File: config.mk
export PLATFORM = sky130hd
export DESIGN_NAME = tso_ctrl
export DESIGN_NICKNAME = d
export VERILOG_FILES = /design/src/rtl/tso_pkg.sv /design/src/rtl/tso_ctrl.sv
export SDC_FILE = /design/constraint.sdc
export NUM_CORES = 1
export LEC_CHECK = 0
export BUFFER_PORTS_ARGS = -buffer_cell sky130_fd_sc_hd__buf_2
export CORE_AREA = 2 2 39 41
export CTS_CLUSTER_DIAMETER = 200
export CTS_CLUSTER_SIZE = 30
export DETAILED_ROUTE_END_ITERATION = 8
export DIE_AREA = 0 0 41 43
export REMOVE_ABC_BUFFERS = 1
export SLEW_MARGIN = 20
export SYNTH_ARGS = -nofsm -noshare
export SYNTH_HDL_FRONTEND = slang
export SYNTH_SLANG_ARGS = --single-unit
File: constraint.sdc
create_clock -name clk -period 2.4 [get_ports clk]
set_input_delay 0.12 -clock clk [delete_from_list [all_inputs] [get_ports clk]]
set_output_delay 0.12 -clock clk [all_outputs]
set_load 0.02 [all_outputs]
File: src/rtl/tso_pkg.sv
// ----------------------------------------------------------------------------
// Texture subresource offset package
// Shared constants, controller state type, command and status structs, and
// the reciprocal table used for the ceiling block count.
// ----------------------------------------------------------------------------
package tso_pkg;

  localparam int MAX_LEVELS = 15;
  localparam int DIM_BITS   = 14;

  localparam int LVL_W = $clog2(MAX_LEVELS + 1);
  localparam int CMP_W = (LVL_W > 4) ? LVL_W : 4;

  localparam int DW    = DIM_BITS + 1;
  localparam int SAT_W = (DW > 15) ? DW : 15;

  localparam int REC_K = DW + 4;
  localparam int REC_W = REC_K + 1;

  localparam int A_W = DW + 8;
  localparam int P_W = A_W + DW;
  localparam int Q_W = P_W + 12;

  localparam logic [REC_W-1:0] REC_ONE = REC_W'(1) << REC_K;
  localparam logic [SAT_W-1:0] DIM_TOP = SAT_W'(1) << DIM_BITS;

  localparam logic [1:0] ST_OK    = 2'd0;
  localparam logic [1:0] ST_LEVEL = 2'd1;
  localparam logic [1:0] ST_LAYER = 2'd2;
  localparam logic [1:0] ST_OVF   = 2'd3;

  typedef enum logic [2:0] {
    S_IDLE,
    S_CHECK,
    S_WALK,
    S_DRAIN,
    S_MUL,
    S_FIN
  } tso_state_t;

  typedef struct packed {
    logic load;
    logic issue;
    logic mul;
    logic commit;
  } tso_cmd_t;

  typedef struct packed {
    logic early;
    logic last;
    logic busy;
  } tso_stat_t;

  // Rounded-up reciprocal of a block dimension, scaled by two to the REC_K.
  function automatic logic [REC_W-1:0] recip(input logic [3:0] b);
    logic [REC_W-1:0] m;
    unique case (b)
      4'd2:    m = REC_W'((REC_ONE + 1) / 2);
      4'd3:    m = REC_W'((REC_ONE + 2) / 3);
      4'd4:    m = REC_W'((REC_ONE + 3) / 4);
      4'd5:    m = REC_W'((REC_ONE + 4) / 5);
      4'd6:    m = REC_W'((REC_ONE + 5) / 6);
      4'd7:    m = REC_W'((REC_ONE + 6) / 7);
      4'd8:    m = REC_W'((REC_ONE + 7) / 8);
      4'd9:    m = REC_W'((REC_ONE + 8) / 9);
      4'd10:   m = REC_W'((REC_ONE + 9) / 10);
      4'd11:   m = REC_W'((REC_ONE + 10) / 11);
      4'd12:   m = REC_W'((REC_ONE + 11) / 12);
      4'd13:   m = REC_W'((REC_ONE + 12) / 13);
      4'd14:   m = REC_W'((REC_ONE + 13) / 14);
      4'd15:   m = REC_W'((REC_ONE + 14) / 15);
      default: m = REC_ONE;
    endcase
    return m;
  endfunction

endpackage

File: src/rtl/tso_ctrl.sv
// ----------------------------------------------------------------------------
// Texture subresource offset controller
// Sequences one query: load, range check, level walk, pipeline drain,
// array pitch multiply and commit into the output register.
// ----------------------------------------------------------------------------
module tso_ctrl (
  input  logic               clk,
  input  logic               rst,
  input  logic               in_valid,
  output logic               in_stall,
  output logic               out_valid,
  input  logic               out_stall,
  input  tso_pkg::tso_stat_t st,
  output tso_pkg::tso_cmd_t  cmd
);

  tso_pkg::tso_state_t state, state_next;
  logic out_valid_next;
  logic slot_free;

  assign slot_free = !out_valid || !out_stall;

  always_ff @(posedge clk) begin
    if (rst) begin
      state     <= tso_pkg::S_IDLE;
      out_valid <= 1'b0;
    end else begin
      state     <= state_next;
      out_valid <= out_valid_next;
    end
  end

  always_comb begin
    state_next = state;
    unique case (state)
      tso_pkg::S_IDLE: begin
        if (in_valid) state_next = tso_pkg::S_CHECK;
      end
      tso_pkg::S_CHECK: begin
        state_next = st.early ? tso_pkg::S_FIN : tso_pkg::S_WALK;
      end
      tso_pkg::S_WALK: begin
        if (st.last) state_next = tso_pkg::S_DRAIN;
      end
      tso_pkg::S_DRAIN: begin
        if (!st.busy) state_next = tso_pkg::S_MUL;
      end
      tso_pkg::S_MUL: begin
        state_next = tso_pkg::S_FIN;
      end
      tso_pkg::S_FIN: begin
        if (slot_free) state_next = tso_pkg::S_IDLE;
      end
      default: begin
        state_next = tso_pkg::S_IDLE;
      end
    endcase
  end

  always_comb begin
    in_stall   = (state != tso_pkg::S_IDLE);
    cmd.load   = (state == tso_pkg::S_IDLE) && in_valid;
    cmd.issue  = (state == tso_pkg::S_WALK);
    cmd.mul    = (state == tso_pkg::S_MUL);
    cmd.commit = (state == tso_pkg::S_FIN) && slot_free;
    if (cmd.commit) begin
      out_valid_next = 1'b1;
    end else if (out_valid && !out_stall) begin
      out_valid_next = 1'b0;
    end else begin
      out_valid_next = out_valid;
    end
  end

  a_commit_free: assert property (@(posedge clk) disable iff (rst)
    cmd.commit |-> !(out_valid && out_stall))
    else $error("Commit while a result is still stalled.");

  a_rose_commit: assert property (@(posedge clk) disable iff (rst)
    $rose(out_valid) |-> $past(cmd.commit))
    else $error("Output valid rose without a commit.");

  a_mul_empty: assert property (@(posedge clk) disable iff (rst)
    cmd.mul |-> !st.busy)
    else $error("Array pitch multiply while the pipeline is busy.");

endmodule

==> results of run 1 <==
[how the worst min path moves through the flow]
stage,from,endpoint,slack (ps),cells past startpoint
2_1_floorplan,rst,out_valid,190,1
3_3_place_gp,rst,state[0],340,2
3_5_place_dp,rst,out_valid,350,2
4_1_cts,rst,out_valid,100,2
5_1_grt,rst,state[0],120,2
6_report,rst,out_valid,110,2
[state kept, by name, indices dropped and copies added, names as in the netlist]
| name | flops |
|---|---|
| state | 3 |
| out_valid | 1 |
[synthesized netlist by cell type (2+ instances only)]
cell type,instances,area share [%]
o21ai_1,2,3.1
inv_1,2,2.3
dfxtp_1,4,25
nor2_1,5,5.8
nand2_1,2,2.3
a21oi_1,6,9.3
buf_4,3,6.9
[through the flow]
stage                     util, %  cell area (µm²)
after floorplan                 -              290
after global placement       26.8              370
after detailed placement     26.8              370
after CTS                    28.4              393
after global routing         28.4              393
final                        28.4              393
[cell families (layout without fill, tap and decap cells)]
kind of cell    Yosys count  count (layout)  share of synthesized area, %
compound gates           13              13                          34.8
buf+inv                   6              17                          12.7
flops                     4               4                          24.7
simple gates             15              15                          27.8
[cell type report]
class                   count  area, µm²  area share, %
clock buffers               3       22.5           5.73
flip-flops and latches      4       80.1           20.4
inverters                   2       7.51           1.91
repair buffers             12       60.1           15.3
multi-input cells          28        203           51.6
well taps                  16       20.0           5.10
[metal layers]
layer  GRT usage, %  vias to the layer above
met4           6.00                        0
met1           11.9                      133
met5              0                        -
met2           12.2                        6
li1               -                      160
met3           1.57                        0
[power groups by stage]
stage / clock network (W) / registers [W] / logic, W
2_1_floorplan: 0 / 0.0000943 / 0.0000730
3_3_place_gp: 0 / 0.0000985 / 0.0000973
3_5_place_dp: 0 / 0.0000987 / 0.0000986
4_1_cts: 0.0000853 / 0.0000976 / 0.0000988
5_1_grt: 0.0000842 / 0.000102 / 0.000110
6_report: 0.0000798 / 0.0000982 / 0.0000975
==> impl_metrics.csv, run 1 <==
group,metric,value,unit
placed_design,dp_slack,962,ps
drt,routedWlPerCell,9.71,µm
placed_design,gp_congestion,0.719,
die,io_pins,13,
drt,route.met2.wl,303,µm
worst_setup_path,crit_path_end_kind,"output port",
die,coreArea,1380,µm²
timing,relSlewSlack,69.0,%
timing,tns,0,ps
worst_setup_path,critPathLaunch,"state[2]",
final_layout,antennaDiodeCount,0,
pwr,seqPwrFrac,35.7,%
synthesis,netlist_area,324,µm²
pwr,sw_frac_of_total,35.5,%
clocking,clk_latency,230,ps
worst_setup_path,cp.depth,3,
clocking,numCtsBuffers,3,
timing,worst_pin_slew,465,ps
drt,wl_met1,297,µm
synthesis,async_flop_share,0,%
global_routing,grt_usage,8.84,%
worst_setup_path,slowest_stage,"or3_2",
global_routing,grt_pass1_wl,1.08,mm
worst_setup_path,reg2reg_from,"state[1]",
timing,period_share,63.0,%
clocking,cts_setup_buffers,0,
worst_setup_path,rr_endpoint,"state[1]",
timing,rsz0062_at_grt,"false",
final_layout,layout_commonest_cell,"buf_2",
clocking,clk_path_buf_depth,2,
synthesis,yosys_warnings,0,
global_routing,grt_pass1_vias,272,
clocking,htree_num_levels,1,
synthesis,ys_types,21,
synthesis,synth_cells,38,
synthesis,avgSynthCellArea,8.53,µm²
worst_setup_path,ff2ff_path_depth,4,
worst_setup_path,regToRegSetupSlack,950,ps
synthesis,synth_edf_count,0,
drt,drtPass1Iterations,4,
final_layout,final_nets,58,
drt,top_layer_used,"met3",
global_routing,grt_max_degree,12,
final_layout,n_fill_cell,164,
drt,wl_met3,30,µm
drt,drt-initial-drc-count,3,
die,initial_core_util,23.4,%
worst_setup_path,crit_family,"simple AND/OR/NAND/NOR gates",
drt,avgViaCountPerCell,4.60,
pwr,p_per_area,701,nW/µm²
worst_setup_path,path_max_fanout,10,
drt,ant_nets,0,
drt,vias,299,
timing,finalWorstSetupSlack,887,ps
timing,setup_violations,0,
clocking,clkTransAtPathRegs,40,ps
final_layout,area_growth,21.2,%
worst_setup_path,crit_end,"cmd[3]",
synthesis,synth-seq-cells,4,
timing,period_needed,1510,ps
pwr,vdd_drop_max,0.218,mV
clocking,ctsHoldBuffers,0,
timing,fmax,0.661,GHz
placed_design,dp_cells,62,
final_layout,drive_above_1_share,44.9,%
clocking,postCtsResizedCells,0,
worst_setup_path,path_cells,"or3_2 -> nor2_1 -> buf_2",
die,die_h,43,µm
placed_design,dp_hpwl,500,µm
synthesis,synth_flop_cell,"dfxtp_1",
drt,drc,0,
placed_design,io_buffers,12,
clocking,cts_root_buffer,"clkbuf_4",
pwr,p_leak,0.169,nW
timing,drv_slew,0,
worst_setup_path,worstPathArrival,1390,ps
synthesis,synth-seq-area-share,24.7,%
final_layout,fin_cells,65,
final_layout,most-common-layout-cells,"buf_2, a21oi_1, nor2_1",
min_path,hold_class,"input port to flop",
worst_setup_path,worstSetupPathType,"flop to output port",
die,die_x,41,µm
timing,hold_violations,0,
timing,worst_clock_skew,0.350,ps
timing,worst_hold_slack,108,ps
pwr,pwr-share-clk,29.0,%
pwr,switching_power,0.0000977,W
clocking,cts.sinks,4,
worst_setup_path,startpoint_type,"flop",
worst_setup_path,crit_required,2280,ps
die,dieArea,1760,µm²
pwr,p_total,0.000275,W
die,rows,14,
run_status,status,"completed",
worst_setup_path,cpPeakStageDelay,480,ps
drt,wl,631,µm
global_routing,grt-ovfl-total,0,
pwr,p_comb_share,35.4,%
clocking,cts_tree,"done",
pwr,p_int,0.000178,W
worst_setup_path,cp_num_buf_inv,1,
global_routing,grt_antenna_before_repair,0,
run,drv_cap,0,
Power figures use the tool's default switching activity.
==> run 2: changes to the inputs <==
==> constraint.sdc (replaced) <==
create_clock -name clk -period 1.6 [get_ports clk]
set_input_delay 0.08 -clock clk [delete_from_list [all_inputs] [get_ports clk]]
set_output_delay 0.08 -clock clk [all_outputs]
set_load 0.02 [all_outputs]
==> run 2 against run 1 <==
  * Sequential share of layout area is the same
  * Hold slack got worse by 40 ps
  * Die area unchanged
  * Via count fell by 0.33%
  * Register-to-register slack got worse by 800 ps
  * Count of clock-buffer cells in the layout stayed put
  * Power up 50%
  * Sequential power grew 51%
  * Clock skew did not move
  * First-iteration DRC count is 130% higher
  * Clock power grew 50%
  * Non-clock buffer count is the same
  * Largest cell class unchanged
==> impl_metrics.csv, run 2 (synthesis gave the netlist of run 1 again) <==
group,metric,value,unit
timing,fmax,0.677,GHz
final_layout,antennaDiodeCount,0,
final_layout,final_nets,58,
drt,drt-initial-drc-count,7,
timing,rsz0062_at_grt,"false",
pwr,p_leak,0.169,nW
final_layout,n_fill_cell,165,
timing,relSlewSlack,70.0,%
die,die_x,41,µm
global_routing,gr-usage-met3,1.57,%
drt,drc,0,
global_routing,use_met1,10.6,%
final_layout,layout_commonest_cell,"buf_2",
timing,tns,0,ps
worst_setup_path,reg2reg_from,"state[1]",
worst_setup_path,crit_path_end_kind,"output port",
final_layout,top_regs,"state (3), out_valid (1)",
placed_design,io_buffers,12,
clocking,htree_num_levels,1,
global_routing,grt_antenna_before_repair,0,
clocking,clkTransAtPathRegs,40,ps
worst_setup_path,worstPathArrival,1400,ps
final_layout,final_util,28.4,%
worst_setup_path,crit_required,1520,ps
die,dieArea,1760,µm²
drt,vias,298,
worst_setup_path,crit_end,"cmd[3]",
global_routing,grt-busiest-layer,"met2",
clocking,cts_setup_buffers,0,
min_path,hold_class,"input port to flop",
clocking,postCtsResizedCells,0,
global_routing,grt_max_degree,12,
final_layout,drive_above_1_share,44.9,%
timing,period_share,92.3,%
pwr,vdd_drop_max,0.337,mV
global_routing,grtUsageMet2,13.1,%
drt,avgViaCountPerCell,4.58,
die,io_pins,13,
worst_setup_path,rr_endpoint,"state[1]",
drt,routedWlPerCell,9.71,µm
worst_setup_path,startpoint_type,"flop",
worst_setup_path,regToRegSetupSlack,150,ps
global_routing,grt-ovfl-total,0,
run,drv_cap,0,
clocking,ctsHoldBuffers,0,
global_routing,grt_pass1_vias,290,
timing,worst_pin_slew,450,ps
pwr,p_per_area,1050,nW/µm²
final_layout,area_growth,21.2,%
clocking,clk_path_buf_depth,2,
die,coreArea,1380,µm²
final_layout,largest_reg_flops,3,
drt,drtPass1Iterations,4,
clocking,cts.sinks,4,
timing,drv_slew,0,
die,rows,14,
final_layout,regMostFlops,"state",
worst_setup_path,ff2ff_path_depth,4,
clocking,cts_root_buffer,"clkbuf_4",
timing,worst_clock_skew,0.350,ps
global_routing,grt_pass1_wl,1.07,mm
clocking,clk_latency,230,ps
die,initial_core_util,23.4,%
global_routing,grt_usage,8.73,%
timing,period_needed,1480,ps
worst_setup_path,path_max_fanout,11,
die,die_h,43,µm
placed_design,gp_congestion,0.719,
timing,setup_violations,0,
clocking,cts_tree,"done",
drt,wl,631,µm
clocking,numCtsBuffers,3,
run_status,status,"completed",
drt,ant_nets,0,
placed_design,dp_hpwl,492,µm
worst_setup_path,critPathLaunch,"state[0]",
worst_setup_path,worstSetupPathType,"flop to output port",
timing,hold_violations,0,
final_layout,most-common-layout-cells,"buf_2, a21oi_1, nor2_1",
run 2: cell counts in the layout (fill, tap and decap cells not counted):
Identical to the previous run, type by type.
run 2: power breakdown:
part	switching (W)	internal [W]	leakage, nW	total, W
sequential	0.0000347	0.000113	0.0327	0.000148
clock	0.0000361	0.0000836	0.0138	0.000120
combinational	0.0000753	0.0000703	0.122	0.000146
run 2: worst min-delay path by stage:
stage | cells after the start | start | endpoint | slack [ps]
floorplan | 1 | rst | out_valid | 150
global placement | 2 | rst | state[0] | 300
detailed placement | 2 | rst | state[0] | 310
CTS | 2 | rst | out_valid | 60
global route | 2 | rst | state[0] | 80
finish | 2 | rst | out_valid | 70
run 2: worst max-delay path, stage by stage (launching register included):
cell	delay [ps]
dfxtp_1	400
or3_2	520
nor2_1	90
buf_2	160
run 2: area by class of cell:
type | count | area, µm² | share of cell area [%]
multi-input cells | 28 | 203 | 51.6
flip-flops and latches | 4 | 80.1 | 20.4
repair buffers | 12 | 60.1 | 15.3
clock buffers | 3 | 22.5 | 5.73
well taps | 16 | 20.0 | 5.10
inverters | 2 | 7.51 | 1.91
run 2: routing by layer:
layer,vias up,wire length [µm]
met2,8,305
li1,157,-
met1,133,298
met3,0,27
met5,-,0
met4,0,0
run 2: metrics by stage:
step | power (W) | cell area (µm²) | std cells | hold WS (ps) | worst slack (ps)
final | 0.000413 | 393 | 65 | 67.6 | 124
after global routing | 0.000443 | 393 | 65 | 78.5 | 15.5
after CTS | 0.000422 | 393 | 65 | 59.5 | 113
after detailed placement | 0.000295 | 370 | 62 | 307 | 162
after global placement | 0.000294 | 370 | 62 | 302 | 181
after floorplan | 0.000251 | 290 | 34 | 149 | 263
==> run 3: changes to the inputs <==
--- a/config.mk
+++ b/config.mk
@@ -6,11 +6,11 @@
 export NUM_CORES = 1
 export LEC_CHECK = 0
 export BUFFER_PORTS_ARGS = -buffer_cell sky130_fd_sc_hd__buf_2
-export CORE_AREA = 2 2 39 41
+export CORE_AREA = 3 3 40 42
 export CTS_CLUSTER_DIAMETER = 200
 export CTS_CLUSTER_SIZE = 30
 export DETAILED_ROUTE_END_ITERATION = 8
-export DIE_AREA = 0 0 41 43
+export DIE_AREA = 0 0 43 45
 export REMOVE_ABC_BUFFERS = 1
 export SLEW_MARGIN = 20
 export SYNTH_ARGS = -nofsm -noshare
==> run 3 against run 2 <==
  * Clock power about the same
  * Worst setup slack better by 4.1 ps
  * Register-to-register slack better by 30 ps
  * Wire length grew 0.32%
  * Final cell count unchanged
  * Critical path depth unchanged
  * Largest cell class unchanged
  * Largest power group is now combinational logic
==> impl_metrics.csv, run 3 (synthesis gave the netlist of run 1 again) <==
group,metric,value,unit
clocking,postCtsResizedCells,0,
timing,period_needed,1470,ps
clocking,cts_tree,"done",
global_routing,grt_pass1_wl,1.10,mm
worst_setup_path,crit_path_end_kind,"output port",
pwr,pwr-share-clk,28.5,%
final_layout,top_regs,"state (3), out_valid (1)",
final_layout,final_nets,59,
global_routing,grt_max_degree,12,
worst_setup_path,worstPathArrival,1390,ps
final_layout,largest_reg_flops,3,
timing,rsz0062_at_grt,"false",
placed_design,dp_hpwl,487,µm
final_layout,drive_above_1_share,46.0,%
pwr,p_comb_share,37.2,%
min_path,hold_class,"input port to flop",
global_routing,grt-ovfl-total,0,
run,drv_cap,0,
global_routing,grt_pass1_vias,283,
clocking,clkTransAtPathRegs,40,ps
global_routing,grt_antenna_before_repair,0,
drt,wl,633,µm
run_status,status,"completed",
pwr,vdd_drop_max,0.392,mV
drt,avgViaCountPerCell,4.54,
clocking,clk_path_buf_depth,2,
worst_setup_path,path_max_fanout,10,
worst_setup_path,startpoint_type,"flop",
placed_design,gp_congestion,0.654,
clocking,htree_num_levels,1,
die,die_x,43,µm
worst_setup_path,path_cells,"or3_2 -> nor2_1 -> buf_2",
placed_design,io_buffers,12,
pwr,p_leak,0.174,nW
timing,setup_violations,0,
die,rows,13,
clocking,cts_setup_buffers,0,
final_layout,area_growth,23.2,%
final_layout,antennaDiodeCount,0,
drt,vias,295,
worst_setup_path,slowest_stage,"or3_2",
timing,tns,0,ps
clocking,cts.sinks,4,
final_layout,layout_commonest_cell,"buf_2",
clocking,cts_root_buffer,"clkbuf_4",
die,coreArea,1280,µm²
drt,routedWlPerCell,9.74,µm
timing,fmax,0.679,GHz
timing,hold_violations,0,
worst_setup_path,worstSetupPathType,"flop to output port",
drt,drt-initial-drc-count,6,
timing,worst_clock_skew,3.52,ps
die,initial_core_util,25.2,%
pwr,switching_power,0.000147,W
timing,relSlewSlack,69.1,%
final_layout,regMostFlops,"state",
clocking,clk_latency,230,ps
pwr,sw_frac_of_total,35.1,%
worst_setup_path,cp_num_buf_inv,1,
worst_setup_path,cpPeakStageDelay,470,ps
drt,drc,0,
die,dieArea,1940,µm²
clocking,numCtsBuffers,3,
worst_setup_path,crit_required,1520,ps
drt,drtPass1Iterations,3,
final_layout,most-common-layout-cells,"buf_2, a21oi_1, nor2_1",
timing,worst_hold_slack,67.0,ps
drt,ant_nets,0,
die,io_pins,13,
timing,worst_pin_slew,462,ps
pwr,seqPwrFrac,34.2,%
clocking,ctsHoldBuffers,0,
worst_setup_path,regToRegSetupSlack,180,ps
pwr,p_per_area,1050,nW/µm²
timing,drv_slew,0,
die,die_h,45,µm
timing,period_share,92.0,%
worst_setup_path,crit_family,"simple AND/OR/NAND/NOR gates",
global_routing,grt_usage,7.65,%
pwr,p_int,0.000272,W
## run 3: power by group through the flow
stage | clock, W | combinational [W] | sequential, W
after floorplan | 0 | 0.000109 | 0.000141
after global placement | 0 | 0.000157 | 0.000145
after detailed placement | 0 | 0.000158 | 0.000145
after CTS | 0.000129 | 0.000158 | 0.000144
after global routing | 0.000132 | 0.000173 | 0.000150
final | 0.000120 | 0.000156 | 0.000144
## run 3: path summary, 6_finish.rpt
check        startpoint   endpoint  depth (start not counted)
max            state[2]     cmd[3]                          3
min                 rst  out_valid                          2
max reg2reg    state[1]   state[1]                          4
min reg2reg   out_valid  out_valid                          2
## run 3: area by class of cell
class                   instances  area, µm²
clock buffers                   3       22.5
repair buffers                 13       67.6
multi-input cells              28        203
flip-flops and latches          4       80.1
inverters                       2       7.51
fillers                       155        886
well taps                      15       18.8
## run 3: per-layer routing
metal / up-vias / routed length [µm] / track usage [%]
li1: 162 / - / -
met1: 127 / 313 / 9.86
met2: 6 / 290 / 10.8
met3: 0 / 29 / 1.20
met4: 0 / 0 / 7.23
met5: - / 0 / 0
## run 3: metrics by stage
step                      instances  setup WS [ps]  area [µm²]  utilization, %  total power [W]
after global placement           62            168         377            29.3         0.000302
after CTS                        65            113         399            31.1         0.000430
final                            65            128         399            31.1         0.000420
after detailed placement         62            172         377            29.3         0.000303
after global routing             65           23.0         399            31.1         0.000455
after floorplan                  34            263         290               -         0.000251
